$ cat config.mk
export PLATFORM = sky130hd
export DESIGN_NAME = linear_encoder_word_check_and_unwrap
export DESIGN_NICKNAME = d
export VERILOG_FILES = /design/src/rtl/lewc_pkg.sv /design/src/rtl/lewc_front.sv /design/src/rtl/lewc_queue.sv /design/src/rtl/lewc_back.sv /design/src/rtl/linear_encoder_word_check_and_unwrap.sv
export SDC_FILE = /design/constraint.sdc
export NUM_CORES = 1
export LEC_CHECK = 0
export ABC_AREA = 1
export BUFFER_PORTS_ARGS = -buffer_cell sky130_fd_sc_hd__buf_2
export CORE_MARGIN = 1.5
export CORE_UTILIZATION = 56
export CTS_CLUSTER_SIZE = 12
export DETAILED_ROUTE_END_ITERATION = 6
export PLACE_DENSITY_LB_ADDON = 0.08
export SLEW_MARGIN = 20
export SYNTH_ARGS = -nofsm -noshare
export SYNTH_HDL_FRONTEND = slang
export SYNTH_SLANG_ARGS = --single-unit
$ cat constraint.sdc
create_clock -name clk -period 5.95 [get_ports clk]
set_clock_uncertainty 0.05 [all_clocks]
set_input_delay 0.595 -clock clk [delete_from_list [all_inputs] [get_ports clk]]
set_output_delay 0.595 -clock clk [all_outputs]
set_load 0.02 [all_outputs]
$ cat src/rtl/lewc_pkg.sv
`timescale 1ns / 1ps
package lewc_pkg;

  localparam int WORD_W        = 18;
  localparam int CNT_W         = 12;
  localparam int TOTAL_W       = 16;
  localparam int POS_W         = 29;
  localparam int POLE_BITS_DEF = 16;
  localparam int QDEPTH        = 2;

  // sensor word bit positions
  localparam int CNT_LSB = 6;
  localparam int OCF_BIT = 5;
  localparam int COF_BIT = 4;
  localparam int LIN_BIT = 3;
  localparam int INC_BIT = 2;
  localparam int DEC_BIT = 1;

  localparam logic [CNT_W-1:0] HIGH_THR_RST = 12'd3686;
  localparam logic [CNT_W-1:0] LOW_THR_RST  = 12'd410;

  typedef enum logic {
    CFG_HIGH_THR = 1'b0,
    CFG_LOW_THR  = 1'b1
  } cfg_idx_t;

  // one classified sensor reading
  typedef struct packed {
    logic [CNT_W-1:0] cnt;
    logic             par_ok;
    logic             ocf;
    logic             cof;
    logic             lin;
    logic             inc;
    logic             dec;
    logic             rd_valid;
  } item_t;

endpackage

$ cat src/rtl/lewc_front.sv
`timescale 1ns / 1ps
module lewc_front (
  input  logic [lewc_pkg::WORD_W-1:0] raw_word,
  input  logic                        in_valid,
  input  logic                        q_full,
  output logic                        in_stall,
  output logic                        push,
  output lewc_pkg::item_t             item
);
  import lewc_pkg::*;

  always_comb begin
    item.cnt      = raw_word[CNT_LSB +: CNT_W];
    item.ocf      = raw_word[OCF_BIT];
    item.cof      = raw_word[COF_BIT];
    item.lin      = raw_word[LIN_BIT];
    item.inc      = raw_word[INC_BIT];
    item.dec      = raw_word[DEC_BIT];
    item.par_ok   = ~(^raw_word);  // even number of ones
    item.rd_valid = item.ocf && !item.cof && !item.lin &&
                    !(item.inc && item.dec) && item.par_ok;
  end

  assign in_stall = q_full;
  assign push     = in_valid && !q_full;

endmodule

$ cat src/rtl/lewc_queue.sv
`timescale 1ns / 1ps
module lewc_queue (
  input  logic            clk,
  input  logic            rst_n,
  input  logic            push,
  input  lewc_pkg::item_t push_item,
  output logic            full,
  input  logic            pop,
  output lewc_pkg::item_t pop_item,
  output logic            empty
);
  import lewc_pkg::*;

  localparam int PTR_W = (QDEPTH > 1) ? $clog2(QDEPTH) : 1;
  localparam int CNT_QW = $clog2(QDEPTH + 1);
  localparam logic [PTR_W-1:0]  PTR_LAST = PTR_W'(QDEPTH - 1);
  localparam logic [CNT_QW-1:0] CNT_FULL = CNT_QW'(QDEPTH);

  item_t              mem_r [QDEPTH];
  logic [PTR_W-1:0]   wr_ptr_r, wr_ptr_nxt;
  logic [PTR_W-1:0]   rd_ptr_r, rd_ptr_nxt;
  logic [CNT_QW-1:0]  count_r, count_nxt;

  assign full     = (count_r == CNT_FULL);
  assign empty    = (count_r == '0);
  assign pop_item = mem_r[rd_ptr_r];

  always_comb begin
    wr_ptr_nxt = wr_ptr_r;
    rd_ptr_nxt = rd_ptr_r;
    count_nxt  = count_r;
    if (push) begin
      wr_ptr_nxt = (wr_ptr_r == PTR_LAST) ? '0 : wr_ptr_r + PTR_W'(1);
    end
    if (pop) begin
      rd_ptr_nxt = (rd_ptr_r == PTR_LAST) ? '0 : rd_ptr_r + PTR_W'(1);
    end
    if (push && !pop) begin
      count_nxt = count_r + CNT_QW'(1);
    end else if (pop && !push) begin
      count_nxt = count_r - CNT_QW'(1);
    end
  end

  always_ff @(posedge clk) begin
    if (!rst_n) begin
      wr_ptr_r <= '0;
      rd_ptr_r <= '0;
      count_r  <= '0;
    end else begin
      wr_ptr_r <= wr_ptr_nxt;
      rd_ptr_r <= rd_ptr_nxt;
      count_r  <= count_nxt;
    end
  end

  always_ff @(posedge clk) begin
    if (push) begin
      mem_r[wr_ptr_r] <= push_item;
    end
  end

  a_count_bound: assert property (@(posedge clk) disable iff (!rst_n)
    count_r <= CNT_FULL)
    else $error("queue count past depth");

  a_no_overrun: assert property (@(posedge clk) disable iff (!rst_n)
    full && !pop |=> $stable(wr_ptr_r))
    else $error("queue written while full");

endmodule

$ cat src/rtl/lewc_back.sv
`timescale 1ns / 1ps
module lewc_back #(
  parameter int POLE_BITS = lewc_pkg::POLE_BITS_DEF
) (
  input  logic                                clk,
  input  logic                                rst_n,
  input  logic                                cfg_wr,
  input  lewc_pkg::cfg_idx_t                  cfg_index,
  input  logic [lewc_pkg::CNT_W-1:0]          cfg_data,
  input  logic                                q_empty,
  input  lewc_pkg::item_t                     q_item,
  output logic                                pop,
  output logic                                out_valid,
  input  logic                                out_stall,
  output logic [lewc_pkg::CNT_W-1:0]          out_in_pole_count,
  output logic signed [lewc_pkg::POS_W-1:0]   out_position_counts,
  output logic signed [lewc_pkg::TOTAL_W-1:0] out_pole_total,
  output logic                                out_word_valid,
  output logic                                out_parity_even,
  output logic                                out_offset_done,
  output logic                                out_cordic_overflow,
  output logic                                out_linearity_alarm,
  output logic                                out_field_increasing,
  output logic                                out_field_decreasing
);
  import lewc_pkg::*;

  localparam int POLE_HI_W = POS_W - CNT_W;
  localparam int EXT_W = (POLE_BITS > POLE_HI_W) ? POLE_BITS : POLE_HI_W;
  localparam logic signed [POLE_BITS-1:0] PMAX = {1'b0, {(POLE_BITS-1){1'b1}}};
  localparam logic signed [POLE_BITS-1:0] PMIN = {1'b1, {(POLE_BITS-1){1'b0}}};
  localparam logic signed [POLE_BITS-1:0] POLE_ONE = POLE_BITS'(1);

  logic [CNT_W-1:0]            high_thr_r, low_thr_r;
  logic [CNT_W-1:0]            last_count_r, last_count_nxt;
  logic signed [POLE_BITS-1:0] pole_r, pole_nxt, pole_mid, pole_fin;
  logic signed [EXT_W-1:0]     pole_ext;
  logic                        up, dn;
  logic                        out_valid_r, out_valid_nxt;

  // threshold registers
  always_ff @(posedge clk) begin
    if (!rst_n) begin
      high_thr_r <= HIGH_THR_RST;
      low_thr_r  <= LOW_THR_RST;
    end else if (cfg_wr) begin
      case (cfg_index)
        CFG_HIGH_THR: high_thr_r <= cfg_data;
        CFG_LOW_THR:  low_thr_r  <= cfg_data;
        default: ;
      endcase
    end
  end

  assign pop = !q_empty && (!out_valid_r || !out_stall);

  // crossing rules tested in order; each saturates on its own
  always_comb begin
    up = q_item.rd_valid && (last_count_r > high_thr_r) && (q_item.cnt < low_thr_r);
    dn = q_item.rd_valid && (last_count_r < low_thr_r) && (q_item.cnt > high_thr_r);
    pole_mid = (up && pole_r != PMAX) ? pole_r + POLE_ONE : pole_r;
    pole_fin = (dn && pole_mid != PMIN) ? pole_mid - POLE_ONE : pole_mid;
    pole_ext = EXT_W'(pole_fin);
    pole_nxt = pop ? pole_fin : pole_r;
    last_count_nxt = (pop && q_item.rd_valid) ? q_item.cnt : last_count_r;
    out_valid_nxt  = pop || (out_valid_r && out_stall);
  end

  always_ff @(posedge clk) begin
    if (!rst_n) begin
      last_count_r <= '0;
      pole_r       <= '0;
      out_valid_r  <= 1'b0;
    end else begin
      last_count_r <= last_count_nxt;
      pole_r       <= pole_nxt;
      out_valid_r  <= out_valid_nxt;
    end
  end

  always_ff @(posedge clk) begin
    if (pop) begin
      out_in_pole_count    <= q_item.cnt;
      out_position_counts  <= $signed({pole_ext[POLE_HI_W-1:0], q_item.cnt});
      out_pole_total       <= $signed(pole_ext[TOTAL_W-1:0]);
      out_word_valid       <= q_item.rd_valid;
      out_parity_even      <= q_item.par_ok;
      out_offset_done      <= q_item.ocf;
      out_cordic_overflow  <= q_item.cof;
      out_linearity_alarm  <= q_item.lin;
      out_field_increasing <= q_item.inc;
      out_field_decreasing <= q_item.dec;
    end
  end

  assign out_valid = out_valid_r;

  a_invalid_keeps_state: assert property (@(posedge clk) disable iff (!rst_n)
    pop && !q_item.rd_valid |=> $stable(last_count_r) && $stable(pole_r))
    else $error("rejected reading changed tracking state");

  a_pole_step: assert property (@(posedge clk) disable iff (!rst_n)
    $past(rst_n) |-> (pole_r == $past(pole_r) || pole_r == $past(pole_r) + POLE_ONE ||
                      pole_r == $past(pole_r) - POLE_ONE))
    else $error("pole counter moved by more than one");

  a_out_from_pop: assert property (@(posedge clk) disable iff (!rst_n)
    $rose(out_valid_r) |-> $past(pop))
    else $error("result shown without a queue read");

endmodule

$ cat src/rtl/linear_encoder_word_check_and_unwrap.sv
// Path: a word transferred in is written into the queue, then into the result register.
// Throughput: one word per cycle; the two-entry queue between decode and tracking
//   absorbs a stalled result register so the input keeps flowing until the queue fills.
// Reset (rst_n low, synchronous): queue and result register empty, last count and
//   pole counter zero, thresholds back to 3686 (high) and 410 (low).
`timescale 1ns / 1ps
module linear_encoder_word_check_and_unwrap #(
  parameter int POLE_BITS = lewc_pkg::POLE_BITS_DEF
) (
  input  logic                                clk,
  input  logic                                rst_n,
  // configuration writes
  input  logic                                cfg_valid,
  output logic                                cfg_ready,
  input  lewc_pkg::cfg_idx_t                  cfg_index,
  input  logic [lewc_pkg::CNT_W-1:0]          cfg_data,
  // sensor words
  input  logic                                in_valid,
  output logic                                in_stall,
  input  logic [lewc_pkg::WORD_W-1:0]         in_raw_word,
  // results
  output logic                                out_valid,
  input  logic                                out_stall,
  output logic [lewc_pkg::CNT_W-1:0]          out_in_pole_count,
  output logic signed [lewc_pkg::POS_W-1:0]   out_position_counts,
  output logic signed [lewc_pkg::TOTAL_W-1:0] out_pole_total,
  output logic                                out_word_valid,
  output logic                                out_parity_even,
  output logic                                out_offset_done,
  output logic                                out_cordic_overflow,
  output logic                                out_linearity_alarm,
  output logic                                out_field_increasing,
  output logic                                out_field_decreasing
);
  import lewc_pkg::*;

  item_t dec_item;   // decoded word from the front
  item_t q_item;     // head of the queue
  logic  push, pop, q_full, q_empty;

  // thresholds are plain registers, always writable
  assign cfg_ready = 1'b1;

  // Front: split the word, check parity and status flags. Stalls only when
  // the queue is full.
  lewc_front u_front (
    .raw_word (in_raw_word),
    .in_valid (in_valid),
    .q_full   (q_full),
    .in_stall (in_stall),
    .push     (push),
    .item     (dec_item)
  );

  // Short queue decoupling decode from the tracking state.
  lewc_queue u_queue (
    .clk       (clk),
    .rst_n     (rst_n),
    .push      (push),
    .push_item (dec_item),
    .full      (q_full),
    .pop       (pop),
    .pop_item  (q_item),
    .empty     (q_empty)
  );

  // Back: pole crossing detection against the thresholds, saturating pole
  // counter, position assembly and the result register.
  lewc_back #(
    .POLE_BITS (POLE_BITS)
  ) u_back (
    .clk                  (clk),
    .rst_n                (rst_n),
    .cfg_wr               (cfg_valid && cfg_ready),
    .cfg_index            (cfg_index),
    .cfg_data             (cfg_data),
    .q_empty              (q_empty),
    .q_item               (q_item),
    .pop                  (pop),
    .out_valid            (out_valid),
    .out_stall            (out_stall),
    .out_in_pole_count    (out_in_pole_count),
    .out_position_counts  (out_position_counts),
    .out_pole_total       (out_pole_total),
    .out_word_valid       (out_word_valid),
    .out_parity_even      (out_parity_even),
    .out_offset_done      (out_offset_done),
    .out_cordic_overflow  (out_cordic_overflow),
    .out_linearity_alarm  (out_linearity_alarm),
    .out_field_increasing (out_field_increasing),
    .out_field_decreasing (out_field_decreasing)
  );

endmodule
Yosys cells after proc, flatten, opt, wreduce, memory -nomap -nowiden

Memories as Yosys holds them, arrays and structs flattened. A register that Yosys moved wholly into a read port is not among the register bits.
Index checks and enable logic that the tools add are counted.

Add/subtract/negate cells: 6
$lt $le $gt $ge: 4
Equality and inequality tests: 3
Muxes and demuxes: 10
Bitwise operators: 2
Reductions and logical operators: 33

Operators by type and width:

| cell                  | count |
|---|---|
| $mux 16               | 2 |
| $ne 16x16->1 const B  | 2 |
| $gt 12x12->1          | 2 |
| $lt 12x12->1          | 2 |
| $reduce_xor 18->1     | 1 |
| $logic_and 1x1->1     | 17 |
| $add 16x2->16 const B | 1 |
| $sub 16x2->16 const B | 1 |
| $logic_not 1->1       | 9 |
| $mux 1                | 6 |
| $mux 2                | 2 |
| $reduce_and 2->1      | 2 |
| $add 1x1->1 const B   | 2 |
| $add 2x1->2 const B   | 1 |
| $eq 2x2->1 const B    | 1 |
| $logic_not 2->1       | 1 |
| $logic_or 1x1->1      | 2 |
| $not 1->1             | 2 |
| $reduce_bool 2->1     | 1 |
| $sub 2x1->2 const B   | 1 |

Flip-flop bits (word level): 120
RAM bits: 38
Output and inout bits: 67
Word-level logic and storage cells: 77
Memories kept: 1

Memory list:

| memory        | words | bits a word | read ports | clocked after memory_dff | write ports | RTL line         | text |
|---|---|---|---|---|---|---|---|
| u_queue.mem_r | 2     | 19          | 1          | 1                        | 1           | lewc_queue.sv:19 | `item_t mem_r [QDEPTH];` |

Logic depth before layout (Yosys ltp)

Depth in word-level cells: 8
Mapped depth: 27

Modules after synthesis

A second synthesis with hierarchy kept.

Cells, all modules: 951
Area, all modules: 7946.4 um2

By module, submodules not included:

| module                               | times used | cells each | area each (um2) | seq. area each (um2) |
|---|---|---|---|---|
| lewc_back                            | 1          | 748        | 5741.8          | 2112.0 |
| lewc_queue                           | 1          | 94         | 1651.6          | 1241.2 |
| lewc_front                           | 1          | 107        | 541.8           | 0.0 |
| linear_encoder_word_check_and_unwrap | 1          | 2          | 11.3            | 0.0 |

Worst setup path before layout

Ideal clock, no wire load.

Kind: flip-flop to flip-flop
Start: register with a tool-made name
End: register u_back.pole_r[11]
Setup time: 0.111 ns
Arrival: 3.189 ns
Slack: 2.600 ns
Stages on the path, launching flop included: 26
Path through: dfxtp_1 -> buf_4 -> clkbuf_1 -> nand2_1 -> nand2_1 -> ha_1 -> a21oi_1 -> nand2_2 -> nor2_4 -> nand3_4 -> nor2_8 -> buf_4 -> nand4_1 -> nand2_1 -> ha_1 -> inv_1 -> nor2_1 -> nand3_1 -> nor2_2 -> nand2_4 -> nand2_4 -> inv_2 -> nand2_1 -> nand3_1 -> nand2_1 -> inv_1

RTL lines:

| element              | RTL line        | text |
|---|---|---|
| end signal, assigned | lewc_back.sv:76 | `pole_r <= pole_nxt;` |
| end, declared        | lewc_back.sv:36 | `logic signed [POLE_BITS-1:0] pole_r, pole_nxt, pole_mid, pole_fin;` |

==> impl_results.md <==
- Die Width: 118.0 µm
- Core ar.: 0.01277 mm²
- CTS Hold Bufs: 0
- Slew HR: 36.84%
- Hold endpoint: u_queue.mem_r[0][4]$_DFFE_PP_
- Layout Nets: 1047
- Fraction of layout cells with a size suffix above 1: 17.78%
- Worst-Margin Slew: 0.9439 ns
- Power Density: 544.0 mW/mm²
- Longest Clk Path Bufs: 2
- Status: complete, no violations
- Initial antenna violation count: 0
- Root Buffer Master: clkbuf_16
- Die Area: 0.01393 mm²
- # setup viols final: 0
- Syn Std Cell Area: 0.007408 mm²
- TNS Setup: 0 ns
- # IOs: 103
- Yosys cell types: 36
- R2R depth: 22
- Crit path DAT: 4.55 ns
- GRT Total Usage: 25.54%
- GRT Residual Overflow: 0
- FF-to-FF setup slack: 1.51 ns
- Vias in the first global route: 5886
- Vias: 6103
- Flops & latches, synth: 131
- Layout fillers: 1079
- Max-slew violations: 0
- Area of the multi-input gates: 0.003348 mm²
- Leakage Power: 4.016 nW
- Largest net degree at the start of global routing: 65
- CP Launch Type: flip-flop
- Design Area, Final: 0.008384 mm²
- DRT iter0 DRCs: 456
- Die height: 118.0 µm
- Final worst path period need: 4.436 ns
- Syn_nets: 975
- Worst-Skew Late Latency: 0.42 ns
- PostCTS Resize Cnt: 0
- Biggest area consumer among synthesized cells: edfxtp_1
- Row cnt: 41
- N_diodes: 0
- Synth area leaders: edfxtp_1 30%, dfxtp_1 16%, nand2_1 12%
- Min-Delay Path Class: primary input to flip-flop
- Utilization after layout: 65.64%
- Hold path startpoint: in_raw_word[4]
- Type of the worst setup path: flip-flop to flip-flop
- Mapped Cells: 888
- Register area: 0.003353 mm²
- Critical Path Fanout Max: 20
- Hold Path Cell Cnt: 1
- # Post-CTS Setup Buffers: 0
- Total CTS buffers: 17
- Sequential share of the synthesized area: 45.26%
- Final Hold Fails: 0
- Cell Area, Placed: 0.007819 mm²
- Area Overhead vs Synth: 13.17%
- Synth warn: 0
- RSZ-0062 raised after global routing: no
- Hpwl dp: 12530 µm
- Vias per cell: 5.330
- Synth Flop Type: edfxtp_1
- Final wirelength: 17030 µm
- MaxCap Viol Count: 0
- Pre-antenna DRT Iters: 5
- Worst flop-to-flop path endpoint: u_back.out_pole_total[5]$_DFFE_PP_
- Buffers on Ports: 101
- Fin crit share: 74.56%
- DR DRC count: 0
- Initial Util: 58.00%
- EDFF count, synth: 73
- Tot Pwr: 4.561 mW
- Max IR drop VDD: 316.4 µV
- First-pass GRT wire length: 27950 µm
- Max Clk Rate: 225.4 MHz
- Share of async-settable or async-resettable flops after synthesis: 0%
- Clock tree from TritonCTS: yes
- Avg Cell Area, Syn: 8.343 µm²
- Dpl cells: 1113
- Final ANT Viol Nets: 0
- Placer's final routability congestion estimate: 0.8917
- Critical path endpoint category: flip-flop
- H-Tree Depth: 4
- Sink Count: 131
- Area fraction of the dominant cell type after synthesis: 29.59%
- Cell Count, Final, Fillers Out: 1145
- Data required, critical path: 6.06 ns
- Clk slew on worst S/H paths: 0.06 ns
- Avg WL per Cell: 14.87 µm
## stage by stage
step           hold WS [ns]  worst slack, ns
2_1_floorplan        0.3757            2.600
3_3_place_gp         0.3891            1.690
3_5_place_dp         0.4010            1.552
4_1_cts              0.3134            1.537
5_1_grt              0.3148            1.015
6_report             0.3243            1.514
## cell usage in the layout (no fill, tap or decap), drive strengths merged, types with 8 or more instances in the layout
master,instances
o211ai,13
a21oi,58
nand4,23
nor2,65
dfxtp,58
xor2,19
nand3,50
o21ai,29
buf,105
edfxtp,73
nor3,8
clkbuf,19
ha,51
inv,105
xnor2,14
nand2,267
## worst max-delay path: stages (launching register included)
cell	delay, ns
dfxtp_1	0.79
inv_2	0.34
nand2_1	0.13
nand2_1	0.13
ha_1	0.33
nand2_1	0.05
inv_1	0.07
nand3_1	0.09
nor3_1	0.19
nand2_2	0.28
nand3_4	0.28
nand2_1	0.07
nand2_1	0.19
ha_1	0.19
inv_1	0.04
nor2_1	0.08
nand3_1	0.09
nor2_2	0.13
nand2_4	0.10
nand2_4	0.20
inv_2	0.15
nand2_1	0.10
nand2_1	0.07
## final cells by class
class | instances | area share (%)
multi-input combinational | 606 | 39.93
inverter | 99 | 4.432
timing repair buffer | 105 | 6.387
sequential | 131 | 39.99
clock inverter | 13 | 1.522
tap | 172 | 2.567
clock buffer | 19 | 5.163
## report_power, final
group          leakage, nW  internal [mW]  total (mW)  switching [mW]
Sequential            1.18           1.31        1.49           0.181
Combinational         2.57          0.638        2.07            1.43
Clock                0.266          0.583       0.995           0.412
Total                 4.02           2.53        4.56            2.03
## metal layers
metal	vias up	share of wire, %	global-route usage [%]
met3	52	4.2	5.184
met1	2821	41	28.94
met2	184	51	45.18
met4	0	3.7	13.64
met5	-	0	0
li1	3046	-	-
## state kept, by name, indices dropped and copies added, names as in the netlist, named ones only
| signal | count |
|---|---|
| u_back.out_parity_even | 1 |
| u_back.out_cordic_overflow | 1 |
| u_queue.mem_r | 38 |
| u_back.out_field_decreasing | 1 |
| u_queue.count_r | 2 |
| u_back.low_thr_r | 12 |
| u_back.out_linearity_alarm | 1 |
| u_back.last_count_r | 12 |
| u_queue.rd_ptr_r | 1 |
| u_queue.wr_ptr_r | 1 |
| u_back.out_offset_done | 1 |
| u_back.out_pole_total | 16 |
| u_back.high_thr_r | 12 |
| u_back.out_valid | 1 |
| u_back.out_field_increasing | 1 |
| u_back.pole_r | 16 |
| u_back.out_word_valid | 1 |
| u_back.out_position_counts | 12 |
## how the worst max path moves through the flow
stage                    from                            endpoint  slack (ns)  cells past startpoint
floorplan           flip-flop      u_back.pole_r[11]$_SDFFE_PN0P_        2.60                     25
global placement    flip-flop  u_back.out_pole_total[5]$_DFFE_PP_        1.69                     22
detailed placement  flip-flop      u_back.pole_r[14]$_SDFFE_PN0P_        1.55                     24
CTS                 flip-flop      u_back.pole_r[14]$_SDFFE_PN0P_        1.54                     24
global route        flip-flop      u_back.pole_r[14]$_SDFFE_PN0P_        1.01                     24
finish              flip-flop  u_back.out_pole_total[5]$_DFFE_PP_        1.51                     22
## kinds of logic after synthesis
kind of cell             after synthesis  synth area share, %
AND/OR/NAND/NOR                      415                24.76
buffers and inverters                151                9.610
flip-flops                           131                45.26
AO/OA/AOI/OAI                        106                7.803
adder cells (fa/ha/maj)               51                8.613
XOR/XNOR                              33                3.901
other                                  1              0.05062
## cells in the mapped netlist (2+ instances only)
library cell / number
nand2_1: 245
inv_1: 95
edfxtp_1: 73
a21oi_1: 58
dfxtp_1: 58
nor2_1: 57
ha_1: 51
nand3_1: 48
buf_4: 32
nand4_1: 23
o21ai_0: 23
nand2_2: 20
xor2_1: 19
clkbuf_1: 15
xnor2_1: 14
o211ai_1: 13
nor3_1: 7
o21ai_1: 6
nor2_2: 5
inv_2: 4
a211oi_1: 2
buf_1: 2
nand2_4: 2
nand3_4: 2
nand3b_1: 2
nor2_4: 2
Power figures use the tool's default switching activity.
